==> src/design/rpip_pkg.sv <==
package rpip_pkg;

   localparam int VALUE_BITS = 64;
   localparam int OUT_BITS = 64;
   localparam int RADIX_BITS = 5;
   localparam int CHAR_BITS = 8;

   localparam logic [RADIX_BITS-1:0] RADIX_RESET = RADIX_BITS'(10);
   localparam logic [RADIX_BITS-1:0] RADIX_HEX = RADIX_BITS'(16);
   localparam logic [RADIX_BITS-1:0] RADIX_BIN = RADIX_BITS'(2);
   localparam logic [RADIX_BITS-1:0] RADIX_DEC = RADIX_BITS'(10);
   localparam logic [RADIX_BITS-1:0] RADIX_OCT = RADIX_BITS'(8);

   typedef enum logic [4:0] {
      SCAN_BEGIN  = 5'b00001,
      SCAN_SIGN   = 5'b00010,
      SCAN_ZERO   = 5'b00100,
      SCAN_RADIX  = 5'b01000,
      SCAN_DIGITS = 5'b10000
   } scan_type;

   typedef struct packed {
      logic       ok;
      logic [3:0] val;
   } digit_type;

   function automatic digit_type digit_of(input logic [CHAR_BITS-1:0] ch,
                                          input logic [RADIX_BITS-1:0] radix);
      digit_type d;
      d.ok = 1'b1;
      d.val = 4'd0;
      if (ch inside {["0":"9"]}) begin
         d.val = 4'(ch - "0");
      end else if (ch inside {["a":"f"]}) begin
         d.val = 4'(ch - "a" + 8'd10);
      end else if (ch inside {["A":"F"]}) begin
         d.val = 4'(ch - "A" + 8'd10);
      end else begin
         d.ok = 1'b0;
      end
      if ({1'b0, d.val} >= radix) begin
         d.ok = 1'b0;
      end
      return d;
   endfunction

endpackage

==> src/design/radix_prefixed_integer_parser.sv <==
// channel   ports                                   direction
// req       req_valid req_stall req_char_code       in, one byte of a word
//           req_last_char
// rsp       rsp_valid rsp_stall rsp_value           out, one per word
//           rsp_is_number
// csr       csr_write_enable csr_write_data         in, default radix
//
// one byte per cycle unless stalled: each accepted byte updates the scan
// state through one decode and a multiply-add of the accumulator by the radix
// (at most 5 bits). the last byte of a word loads the result register in the
// same cycle. reset is synchronous: scan state begin, default radix 10, no
// result held. req_stall is high while a result is held and rsp_stall is high.
module radix_prefixed_integer_parser (
   input  logic                                clock,
   input  logic                                reset,
   input  logic                                req_valid,
   output logic                                req_stall,
   input  logic [rpip_pkg::CHAR_BITS-1:0]      req_char_code,
   input  logic                                req_last_char,
   output logic                                rsp_valid,
   input  logic                                rsp_stall,
   output logic signed [rpip_pkg::OUT_BITS-1:0] rsp_value,
   output logic                                rsp_is_number,
   input  logic                                csr_write_enable,
   input  logic [rpip_pkg::RADIX_BITS-1:0]     csr_write_data
);
   import rpip_pkg::*;

   logic [RADIX_BITS-1:0] default_radix_ff, default_radix_in;
   scan_type              scan_ff, scan_in;
   logic                  negative_ff, negative_in;
   logic [RADIX_BITS-1:0] radix_ff, radix_in;
   logic [VALUE_BITS-1:0] acc_ff, acc_in;
   logic                  invalid_ff, invalid_in;
   logic                  started_ff, started_in;
   logic                  rsp_valid_ff, rsp_valid_in;
   logic signed [OUT_BITS-1:0] value_ff, value_in;
   logic                  is_number_ff, is_number_in;

   logic                  accept;
   digit_type             dig;
   logic [VALUE_BITS-1:0] mac;
   logic [VALUE_BITS-1:0] signed_val;
   logic                  take;

   assign req_stall = rsp_valid_ff & rsp_stall;
   assign accept = req_valid & ~req_stall;

   assign dig = digit_of(req_char_code, radix_ff);
   assign mac = VALUE_BITS'(acc_ff * VALUE_BITS'(radix_ff)) + VALUE_BITS'(dig.val);

   always_comb begin
      scan_in = scan_ff;
      negative_in = negative_ff;
      radix_in = radix_ff;
      acc_in = acc_ff;
      invalid_in = invalid_ff;
      started_in = started_ff;
      default_radix_in = default_radix_ff;
      rsp_valid_in = rsp_valid_ff & rsp_stall;
      value_in = value_ff;
      is_number_in = is_number_ff;
      take = 1'b0;
      signed_val = '0;

      if (csr_write_enable) begin
         default_radix_in = csr_write_data;
         if (!started_ff) begin
            radix_in = csr_write_data;
         end
      end

      if (accept) begin
         started_in = 1'b1;
         if (!invalid_ff) begin
            case (scan_ff)
               SCAN_BEGIN, SCAN_SIGN: begin
                  if (scan_ff == SCAN_BEGIN && (req_char_code == "+" ||
                                                req_char_code == "-")) begin
                     negative_in = (req_char_code == "-");
                     scan_in = SCAN_SIGN;
                  end else if (req_char_code == "0") begin
                     scan_in = SCAN_ZERO;
                  end else if (dig.ok) begin
                     take = 1'b1;
                  end else begin
                     invalid_in = 1'b1;
                  end
               end
               SCAN_ZERO: begin
                  if (req_char_code == "x" || req_char_code == "X") begin
                     radix_in = RADIX_HEX;
                     scan_in = SCAN_RADIX;
                  end else if (req_char_code == "b" || req_char_code == "B") begin
                     radix_in = RADIX_BIN;
                     scan_in = SCAN_RADIX;
                  end else if (req_char_code == "d" || req_char_code == "D") begin
                     radix_in = RADIX_DEC;
                     scan_in = SCAN_RADIX;
                  end else if (req_char_code == "o" || req_char_code == "O") begin
                     radix_in = RADIX_OCT;
                     scan_in = SCAN_RADIX;
                  end else if (dig.ok) begin
                     take = 1'b1;
                  end else begin
                     invalid_in = 1'b1;
                  end
               end
               SCAN_RADIX, SCAN_DIGITS: begin
                  if (dig.ok) begin
                     take = 1'b1;
                  end else begin
                     invalid_in = 1'b1;
                  end
               end
               default: begin
                  invalid_in = 1'b1;
               end
            endcase
            if (take) begin
               acc_in = mac;
               scan_in = SCAN_DIGITS;
            end
         end

         if (req_last_char) begin
            // end of word: emit result and start over
            signed_val = negative_in ? VALUE_BITS'(-acc_in) : acc_in;
            rsp_valid_in = 1'b1;
            is_number_in = ~invalid_in;
            value_in = invalid_in ? '0 : OUT_BITS'(signed'(signed_val));
            scan_in = SCAN_BEGIN;
            negative_in = 1'b0;
            radix_in = default_radix_in;
            acc_in = '0;
            invalid_in = 1'b0;
            started_in = 1'b0;
         end
      end
   end

   always_ff @(posedge clock) begin
      if (reset) begin
         default_radix_ff <= RADIX_RESET;
         scan_ff <= SCAN_BEGIN;
         negative_ff <= 1'b0;
         radix_ff <= RADIX_RESET;
         acc_ff <= '0;
         invalid_ff <= 1'b0;
         started_ff <= 1'b0;
         rsp_valid_ff <= 1'b0;
      end else begin
         default_radix_ff <= default_radix_in;
         scan_ff <= scan_in;
         negative_ff <= negative_in;
         radix_ff <= radix_in;
         acc_ff <= acc_in;
         invalid_ff <= invalid_in;
         started_ff <= started_in;
         rsp_valid_ff <= rsp_valid_in;
      end
   end

   always_ff @(posedge clock) begin
      value_ff <= value_in;
      is_number_ff <= is_number_in;
   end

   assign rsp_valid = rsp_valid_ff;
   assign rsp_value = value_ff;
   assign rsp_is_number = is_number_ff;

endmodule
==> config.mk <==
export PLATFORM = sky130hd
export DESIGN_NAME = radix_prefixed_integer_parser
export DESIGN_NICKNAME = d
export VERILOG_FILES = /design/src/design/rpip_pkg.sv /design/src/design/radix_prefixed_integer_parser.sv
export SDC_FILE = /design/constraint.sdc
export NUM_CORES = 1
export LEC_CHECK = 0
export BUFFER_PORTS_ARGS = -buffer_cell sky130_fd_sc_hd__buf_2
export CORE_ASPECT_RATIO = 0.75
export CORE_MARGIN = 1.5
export CORE_UTILIZATION = 28
export CTS_BUF_LIST = sky130_fd_sc_hd__clkbuf_8
export CTS_CLUSTER_SIZE = 8
export DETAILED_ROUTE_END_ITERATION = 10
export GPL_ROUTABILITY_DRIVEN = 1
export PLACE_DENSITY_LB_ADDON = 0.05
export SLEW_MARGIN = 0
export SYNTH_ARGS = -nofsm -noshare
export SYNTH_HDL_FRONTEND = slang
export SYNTH_SLANG_ARGS = --single-unit
==> constraint.sdc <==
create_clock -name clock -period 8.2 [get_ports clock]
set_clock_uncertainty 0.05 [all_clocks]
set_input_delay 1.23 -clock clock [delete_from_list [all_inputs] [get_ports clock]]
set_output_delay 1.23 -clock clock [all_outputs]
set_load 0.005 [all_outputs]
==> impl_metrics.json, run 1 <==
{
  "min_period_over_period_pct": 92.0,
  "fmax_mhz": 133,
  "hold_depth": 1,
  "outcome": "finished, final reports clean",
  "muxShareOfSynthArea_pct": 2.08,
  "syn_area_mm2": 0.0199,
  "io_buffer_count": 85,
  "die_h_um": 234,
  "report.final.slew_viol_count": 0,
  "yosys.area.top_type": "fa_1",
  "drv_cap": 0,
  "synth_area_leaders": "fa_1, edfxtp_1, ha_1",
  "synth_top_family_by_area": "adder cells",
  "leakage_nw": 9.79,
  "synth_nets": 2782,
  "core-area_mm2": 0.0702,
  "layout-drive-gt1-share_pct": 10.7,
  "synth_flop_cell": "dfxtp_1",
  "postCtsResizedCells": 0,
  "peakVddDrop_mv": 0.129,
  "drc": 0,
  "vias": 18393,
  "clock_path_buffers": 2,
  "synth_edf_count": 65,
  "path_cells": "buf_2 > or4b_4 > o31ai_2 > and2_1 > o21a_1 > inv_1 > fa_1 > inv_1 > ha_1 > fa_1 > ha_1 > a21o_1 > and4_1 > o21ai_0 > a21oi_1 > nor4_1 > nor3_1 > nor4_1 > o22a_1 > nand4_2 > buf_4 > nor4_1 > o21ai_0 > nor3b_1",
  "tightest_slew_ps": 1010,
  "grt_start_max_net_pins": 105,
  "wl_per_cell_um": 22.3,
  "synth_compound_area_share_pct": 17.9,
  "synth_top_area_share_pct": 18.3,
  "clkLatencyLatePin_ps": 600,
  "ant_nets": 0,
  "slowest_stage": "or4b_4",
  "holdBufCountCts": 0,
  "routed_wl_um": 76900,
  "grt_overflow": 0,
  "hold_viol": 0,
  "first_global_vias": 18170,
  "crit_arrival_ps": 7810,
  "final.setup.worst_slack_ps": 658,
  "crit_path_max_fanout": 5,
  "num_rows": 84,
  "synthArstFlopShare_pct": 0,
  "grt_pass1_wl_um": 118000,
  "fin_setup_tns_ps": 0,
  "cp-start-kind": "input pin",
  "synth-simple-area-share_pct": 25.2,
  "syn_area_per_cell_um2": 8.14,
  "drtPass1Iterations": 5,
  "worst_hold_path_type": "flop to flop",
  "pin_count": 86,
  "nets": 2825,
  "routed_via_density": 5.34,
  "fillers": 7611,
  "syn_inst": 2445,
  "cts_sinks": 148,
  "placed_area_mm2": 0.0217,
  "antenna_found_initial": 2,
  "power_w": 0.00176,
  "cts_buffers": 17,
  "period_needed_ps": 7540,
  "rsz0062_at_grt": "false",
  "gp_congestion": 0.879,
  "cts-root-buf": "clkbuf_8",
  "r2r_cells": 20,
  "tritoncts": "yes",
  "start_util_pct": 28.4,
  "area_delta_synth_final_pct": 10.9,
  "die_x_um": 311,
  "ys_types": 97,
  "h-tree-depth": 4,
  "path_clk_slew_ps": 110,
  "p_per_area_mw_per_mm2": 79.5,
  "pre_cts_ws_ps": 129,
  "ys_warn_count": 0,
  "seq_area_frac_synth_pct": 18.2,
  "final_area_mm2": 0.0221,
  "setup_viol": 0,
  "path_class": "input pin to flop",
  "ys_seq_elements": 148,
  "track_usage_pct": 21.4,
  "max_stage_delay_ps": 570,
  "whs_ps": 433,
  "critPathCaptureType": "flop",
  "drt_iter0_drc": 1484,
  "crit_top_cell": "nor4_1",
  "dieArea_mm2": 0.0727,
  "postCtsSetupBuffers": 0,
  "critPathRequiredTime_ps": 8470,
  "slew-limit-headroom_pct": 32.6,
  "synth_xor_area_share_pct": 3.43,
  "synth_fa_ha_area_share_pct": 26.9,
  "place_hpwl_um": 58900
}
[final cells by class]
class	instances	area, um2	share of cell area (%)
tap	946	1180	5.36
clock buffer	18	248	1.12
inverter	168	632	2.86
clock inverter	13	141	0.640
antenna	1	2.50	0.0113
sequential	148	3620	16.4
multi-input combinational	1973	15100	68.2
timing repair buffer	180	1190	5.40
[metrics by stage]
stage	util, %	instances
after floorplan	-	2445
after global placement	30.9	3415
after detailed placement	30.9	3415
after CTS	31.4	3446
after global routing	31.4	3447
final	31.4	3447
[Yosys cell counts (65+ instances only)]
| library cell | number |
|---|---|
| dfxtp_1 | 83 |
| a21oi_1 | 142 |
| o21ai_0 | 90 |
| clkbuf_1 | 125 |
| fa_1 | 182 |
| nor3_1 | 69 |
| edfxtp_1 | 65 |
| nand2_1 | 307 |
| inv_1 | 167 |
| ha_1 | 136 |
| and2_1 | 150 |
| nor2_1 | 239 |
[cell families after synthesis]
kind of cell / count (synthesis)
and+or+nand+nor: 1005
AOI/OAI and AO/OA: 532
buffers and inverters: 324
adders and majority gates: 318
DFF: 148
xor gates and xnor gates: 78
muxes: 40
[cells in the final DEF (no fill, tap or decap), drive strengths merged, types with 49 or more instances in the layout]
cell and n:
a21oi 143, a22oi 49, and2 152, buf 180, dfxtp 83, edfxtp 65
fa 182, ha 136, inv 174, nand2 307, nor2 240, nor3 72
o21ai 95
[worst max-delay path, delay by kind of cell]
family                   cells  cell delay [ps]
AND/OR/NAND/NOR              9             2520
AO/OA/AOI/OAI                7             1980
adder cells (fa/ha/maj)      4             1620
buffers and inverters        4              440
[power breakdown]
group | internal [W] | total (W) | switching (W) | leakage (nW)
Combinational | 0.0000800 | 0.000296 | 0.000216 | 8.28
Clock | 0.000258 | 0.000655 | 0.000396 | 0.196
Sequential | 0.000784 | 0.000805 | 0.0000206 | 1.31
[state kept, by name, summed over array words and instances (netlist names), 5 cells and up]
register          cells
acc_ff               64
rsp_value            64
default_radix_ff      5
radix_ff              5
scan_ff               5
[per-layer routing]
layer / track usage, % / wire [um]
met5: 0 / 0
met4: 3.63 / 823
met3: 3.99 / 4560
met2: 29.7 / 30000
met1: 34.0 / 41500
[final timing paths]
| kind | from | end | slack, ps |
|---|---|---|---|
| hold reg to reg | started_ff | started_ff | 430 |
| setup / recovery | req_char_code[7] | rsp_value[54] | 660 |
| setup reg to reg | radix_ff[2] | rsp_value[54] | 1010 |
| hold / removal | started_ff | started_ff | 430 |
Power figures use the tool's default switching activity.
==> inputs of run 2 (changes only) <==
--- a/config.mk
+++ b/config.mk
@@ -6,9 +6,10 @@
 export NUM_CORES = 1
 export LEC_CHECK = 0
 export BUFFER_PORTS_ARGS = -buffer_cell sky130_fd_sc_hd__buf_2
+export CAP_MARGIN = 15
 export CORE_ASPECT_RATIO = 0.75
 export CORE_MARGIN = 1.5
-export CORE_UTILIZATION = 28
+export CORE_UTILIZATION = 56
 export CTS_BUF_LIST = sky130_fd_sc_hd__clkbuf_8
 export CTS_CLUSTER_SIZE = 8
 export DETAILED_ROUTE_END_ITERATION = 10
==> run 2 against run 1 <==
First-iteration DRC count increased by 17%. Largest power group unchanged. Highest routed layer unchanged. Via count increased by 2.1%. Fmax fell by 1.4%. The run now ends with DRC left. Largest cell class unchanged.
==> impl_metrics.json, run 2 (synthesis gave the netlist of run 1 again) <==
{
  "outcome": "complete, but fails checks",
  "violations": "DRC",
  "worst_hold_path_type": "flop to flop",
  "grt_start_max_net_pins": 81,
  "pin_count": 86,
  "ant_nets": 0,
  "busiest_layer": "met1",
  "p_per_area_mw_per_mm2": 81.4,
  "tritoncts": "yes",
  "grt_use_met3_pct": 7.07,
  "grt_overflow": 0,
  "routed_wl_um": 64800,
  "cts-root-buf": "clkbuf_8",
  "drtPass1Iterations": 8,
  "drt_iter0_drc": 1736,
  "cts_sinks": 148,
  "max_stage_delay_ps": 570,
  "setup_viol": 0,
  "hold_viol": 0,
  "peakVddDrop_mv": 0.102,
  "layout_commonest_cell": "nand2_1",
  "routed_via_density": 6.41,
  "start_util_pct": 57.1,
  "critPathRequiredTime_ps": 8400,
  "slew-limit-headroom_pct": 23.7,
  "min_period_over_period_pct": 93.2,
  "tightest_slew_ps": 1140,
  "cts_buffers": 17,
  "crit_arrival_ps": 7840,
  "use_met1_pct": 54.5,
  "h-tree-depth": 4,
  "antenna_found_initial": 0,
  "fmax_mhz": 131,
  "io_buffer_count": 85,
  "grt_pass1_wl_um": 103000,
  "track_usage_pct": 36.1,
  "leakage_nw": 9.64,
  "drv_cap": 0,
  "area_delta_synth_final_pct": 6.64,
  "vias": 18778,
  "report.final.slew_viol_count": 0,
  "gp_congestion": 0.972,
  "cp-start-kind": "input pin",
  "postCtsResizedCells": 0,
  "first_global_vias": 18447,
  "drc": 3,
  "core-area_mm2": 0.0348,
  "rsz0062_at_grt": "false",
  "period_needed_ps": 7650,
  "place_hpwl_um": 49500,
  "holdBufCountCts": 0,
  "postCtsSetupBuffers": 0,
  "path_class": "input pin to flop",
  "slowest_stage": "fa_1",
  "wl_per_cell_um": 22.1,
  "nets": 2795,
  "clkLatencyLatePin_ps": 520,
  "critPathCaptureType": "flop",
  "fin_setup_tns_ps": 0,
  "crit_path_max_fanout": 5,
  "die_h_um": 166,
  "clock_path_buffers": 2,
  "path_clk_slew_ps": 90,
  "layout-drive-gt1-share_pct": 9.55,
  "use_met2_pct": 52.5,
  "n_antenna_cell": 0,
  "finish.utilization_pct": 60.9,
  "fillers": 3186,
  "die_x_um": 221,
  "num_rows": 59,
  "final_cell_mix": "nand2_1, nor2_1, fa_1",
  "dieArea_mm2": 0.0367
}
## run 2: power breakdown
part           internal (W)  switching, W  total, W
Combinational     0.0000778      0.000199  0.000277
Sequential         0.000784     0.0000276  0.000811
Clock              0.000307      0.000332  0.000638
## run 2: critical path, delay by kind of cell
family / cells / cell delay [ps]
fa+ha+maj: 4 / 1810
compound gates: 9 / 2470
xor+xnor: 1 / 160
buf+inv: 5 / 460
simple gates: 6 / 1680
## run 2: layer usage
metal  vias up  wire [um]  part of all wire (%)
li1       8529          -                     -
met1      9276      29800                    46
met2       886      27600                    43
met3        87       6070                   9.4
met4         0       1280                   2.0
met5         -          0                     0
## run 2: worst paths after layout
check | slack [ps] | cells after the start | start | end
worst min register to register | 430 | 1 | started_ff | started_ff
worst min-delay path | 430 | 1 | started_ff | started_ff
worst max register to register | 1040 | 20 | radix_ff[3] | rsp_value[58]
worst max-delay path | 550 | 25 | req_char_code[7] | rsp_value[46]
## run 2: cell type report
class                           instances  area [um2]  area share (%)
Timing Repair Buffer                  150         938            4.42
Inverter                              168         631            2.97
Tap cell                              457         572            2.69
Clock inverter                         14         161           0.760
Multi-Input combinational cell       1973       15100            70.9
Clock buffer                           18         248            1.17
Sequential cell                       148        3620            17.1
## run 2: per-stage QoR
step,power (W),hold slack (ps),worst slack (ps),instance area [um2],instances
finish,0.00173,434,554,21200,2928
global route,0.00178,443,122,21200,2928
CTS,0.00172,427,619,21200,2928
detailed placement,0.00110,409,80.6,20800,2896
global placement,0.00109,401,252,20800,2896
floorplan,0.000978,391,898,19900,2445
==> inputs of run 3 (changes only) <==
--- a/config.mk
+++ b/config.mk
@@ -5,6 +5,7 @@
 export SDC_FILE = /design/constraint.sdc
 export NUM_CORES = 1
 export LEC_CHECK = 0
+export ABC_CLOCK_PERIOD_IN_PS = 8200
 export BUFFER_PORTS_ARGS = -buffer_cell sky130_fd_sc_hd__buf_2
 export CAP_MARGIN = 15
 export CORE_ASPECT_RATIO = 0.75
==> constraint.sdc (replaced) <==
create_clock -name clock -period 8.2 [get_ports clock]
set_clock_uncertainty 0.05 [all_clocks]
set_input_delay 1.64 -clock clock [delete_from_list [all_inputs] [get_ports clock]]
set_output_delay 1.64 -clock clock [all_outputs]
set_load 0.005 [all_outputs]
==> run 3 against run 2 <==
The flow still finishes with violations (DRC). Non-clock buffer count up 81. Routed wire length rose by 1.8%. Critical path depth grew 2. Flip-flop and latch count did not move. Die area stayed put. Via count up 1.5%. Setup slack got worse by 230 ps. Combinational power is 12% higher. Cell count is 2.8% higher. Critical path type unchanged. Highest routed layer unchanged.
==> impl_metrics.json, run 3 (synthesis gave the netlist of run 1 again) <==
{
  "n_antenna_cell": 0,
  "slew-limit-headroom_pct": 24.7,
  "io_buffer_count": 85,
  "layout_commonest_cell": "nand2_1",
  "grt_start_max_net_pins": 81,
  "grt_overflow": 0,
  "core-area_mm2": 0.0348,
  "report.final.slew_viol_count": 0,
  "cts_buffers": 17,
  "crit_arrival_ps": 8090,
  "hold_path_end": "started_ff",
  "tightest_slew_ps": 1120,
  "period_needed_ps": 7880,
  "grt_pass1_wl_um": 103000,
  "leakage_nw": 10.1,
  "first_global_vias": 17947,
  "cts-root-buf": "clkbuf_8",
  "drv_cap": 0,
  "path_class": "input pin to flop",
  "path_clk_slew_ps": 100,
  "critPathRequiredTime_ps": 8410,
  "drt_iter0_drc": 1955,
  "cts_sinks": 148,
  "clkLatencyLatePin_ps": 550,
  "place_hpwl_um": 50600,
  "place_inst": 2975,
  "violations": "DRC",
  "start_util_pct": 57.1,
  "p_per_area_mw_per_mm2": 82.0,
  "r2r_start": "radix_ff[2]",
  "antenna_found_initial": 0,
  "fillers": 3082,
  "setup_viol": 0,
  "rr_endpoint": "rsp_value[52]",
  "pin_count": 86,
  "ant_nets": 0,
  "hold_viol": 0,
  "h-tree-depth": 4,
  "cp-start-kind": "input pin",
  "track_usage_pct": 36.3,
  "crit_start": "req_char_code[7]",
  "outcome": "complete, but fails checks",
  "crit_path_max_fanout": 4,
  "routed_via_density": 6.33,
  "worst_hold_path_type": "flop to flop",
  "drtPass1Iterations": 9,
  "final_cells": 3009,
  "die_x_um": 221,
  "tritoncts": "yes",
  "wl_per_cell_um": 21.9,
  "final_cell_mix": "nand2_1, nor2_1, fa_1",
  "clock_path_buffers": 2,
  "hp-start": "started_ff",
  "vias": 19057,
  "area_delta_synth_final_pct": 10.2,
  "gp_congestion": 0.985,
  "die_h_um": 166,
  "nets": 2876,
  "whs_ps": 433,
  "finish.utilization_pct": 62.9,
  "r2r_slack_ps": 1150,
  "hold_depth": 1,
  "peakVddDrop_mv": 0.110,
  "dieArea_mm2": 0.0367,
  "layout-drive-gt1-share_pct": 12.7,
  "critPathCaptureType": "flop",
  "routed_wl_um": 66000,
  "min_period_over_period_pct": 96.1,
  "r2r_cells": 22,
  "fmax_mhz": 127,
  "drc": 3,
  "num_rows": 59
}
-- run 3: per-stage QoR --
step                      TNS, ps  cell area (um2)  worst slack (ps)  power (W)
after floorplan                 0            19900               488   0.000978
after global placement       -404            21500             -97.4    0.00112
after detailed placement    -2810            21500              -208    0.00112
after CTS                       0            21900               314    0.00178
after global routing        -3.59            21900             -3.59    0.00183
final                           0            21900               320    0.00180
-- run 3: routing by layer --
metal  part of all wire, %  GRT usage (%)
met3                    10           7.89
met5                     0              0
met4                   1.9           8.46
met1                    46           55.5
met2                    41           51.5
-- run 3: layout make-up --
type | count | area, um2 | share of cell area (%)
Clock buffer | 19 | 262 | 1.19
Clock inverter | 13 | 173 | 0.787
Inverter | 168 | 631 | 2.88
Multi-Input combinational cell | 1973 | 15100 | 68.8
Sequential cell | 148 | 3620 | 16.5
Tap cell | 457 | 572 | 2.61
Timing Repair Buffer | 231 | 1590 | 7.27
-- run 3: how the worst max path moves through the flow --
| stage | end | cells after the start |
|---|---|---|
| global route | rsp_value[60] | 27 |
| floorplan | rsp_value[56] | 22 |
| detailed placement | rsp_value[52] | 27 |
| CTS | rsp_value[52] | 27 |
| global placement | rsp_value[52] | 28 |
| finish | rsp_value[52] | 27 |
-- run 3: critical path: stages --
cell and delay [ps]:
buf_2 100, or4b_4 540, o31ai_2 290, and2_1 180
o21a_1 150, inv_1 70, fa_1 480, inv_1 60
ha_1 310, fa_1 570, inv_1 60, fa_1 460
nor2b_2 190, o31a_1 230, o2111ai_1 240, buf_4 220
nand3_1 120, a31oi_1 190, o2111a_1 300, a221o_1 330
nor4_4 270, nand4_2 240, nor3_4 390, buf_4 190
buf_4 110, o21a_1 100, nor3_1 40
-- run 3: timing repair --
action	CTS	global route
resized for setup	0	9
hold buffers	0	0
setup buffers	0	1
endpoints found under the setup margin	0	21
hold endpoints to repair	0	0
-- run 3: where the power goes --
part | internal (W) | total [W] | switching (W)
registers | 0.000784 | 0.000809 | 0.0000256
logic | 0.0000998 | 0.000310 | 0.000210
clock network | 0.000321 | 0.000678 | 0.000357
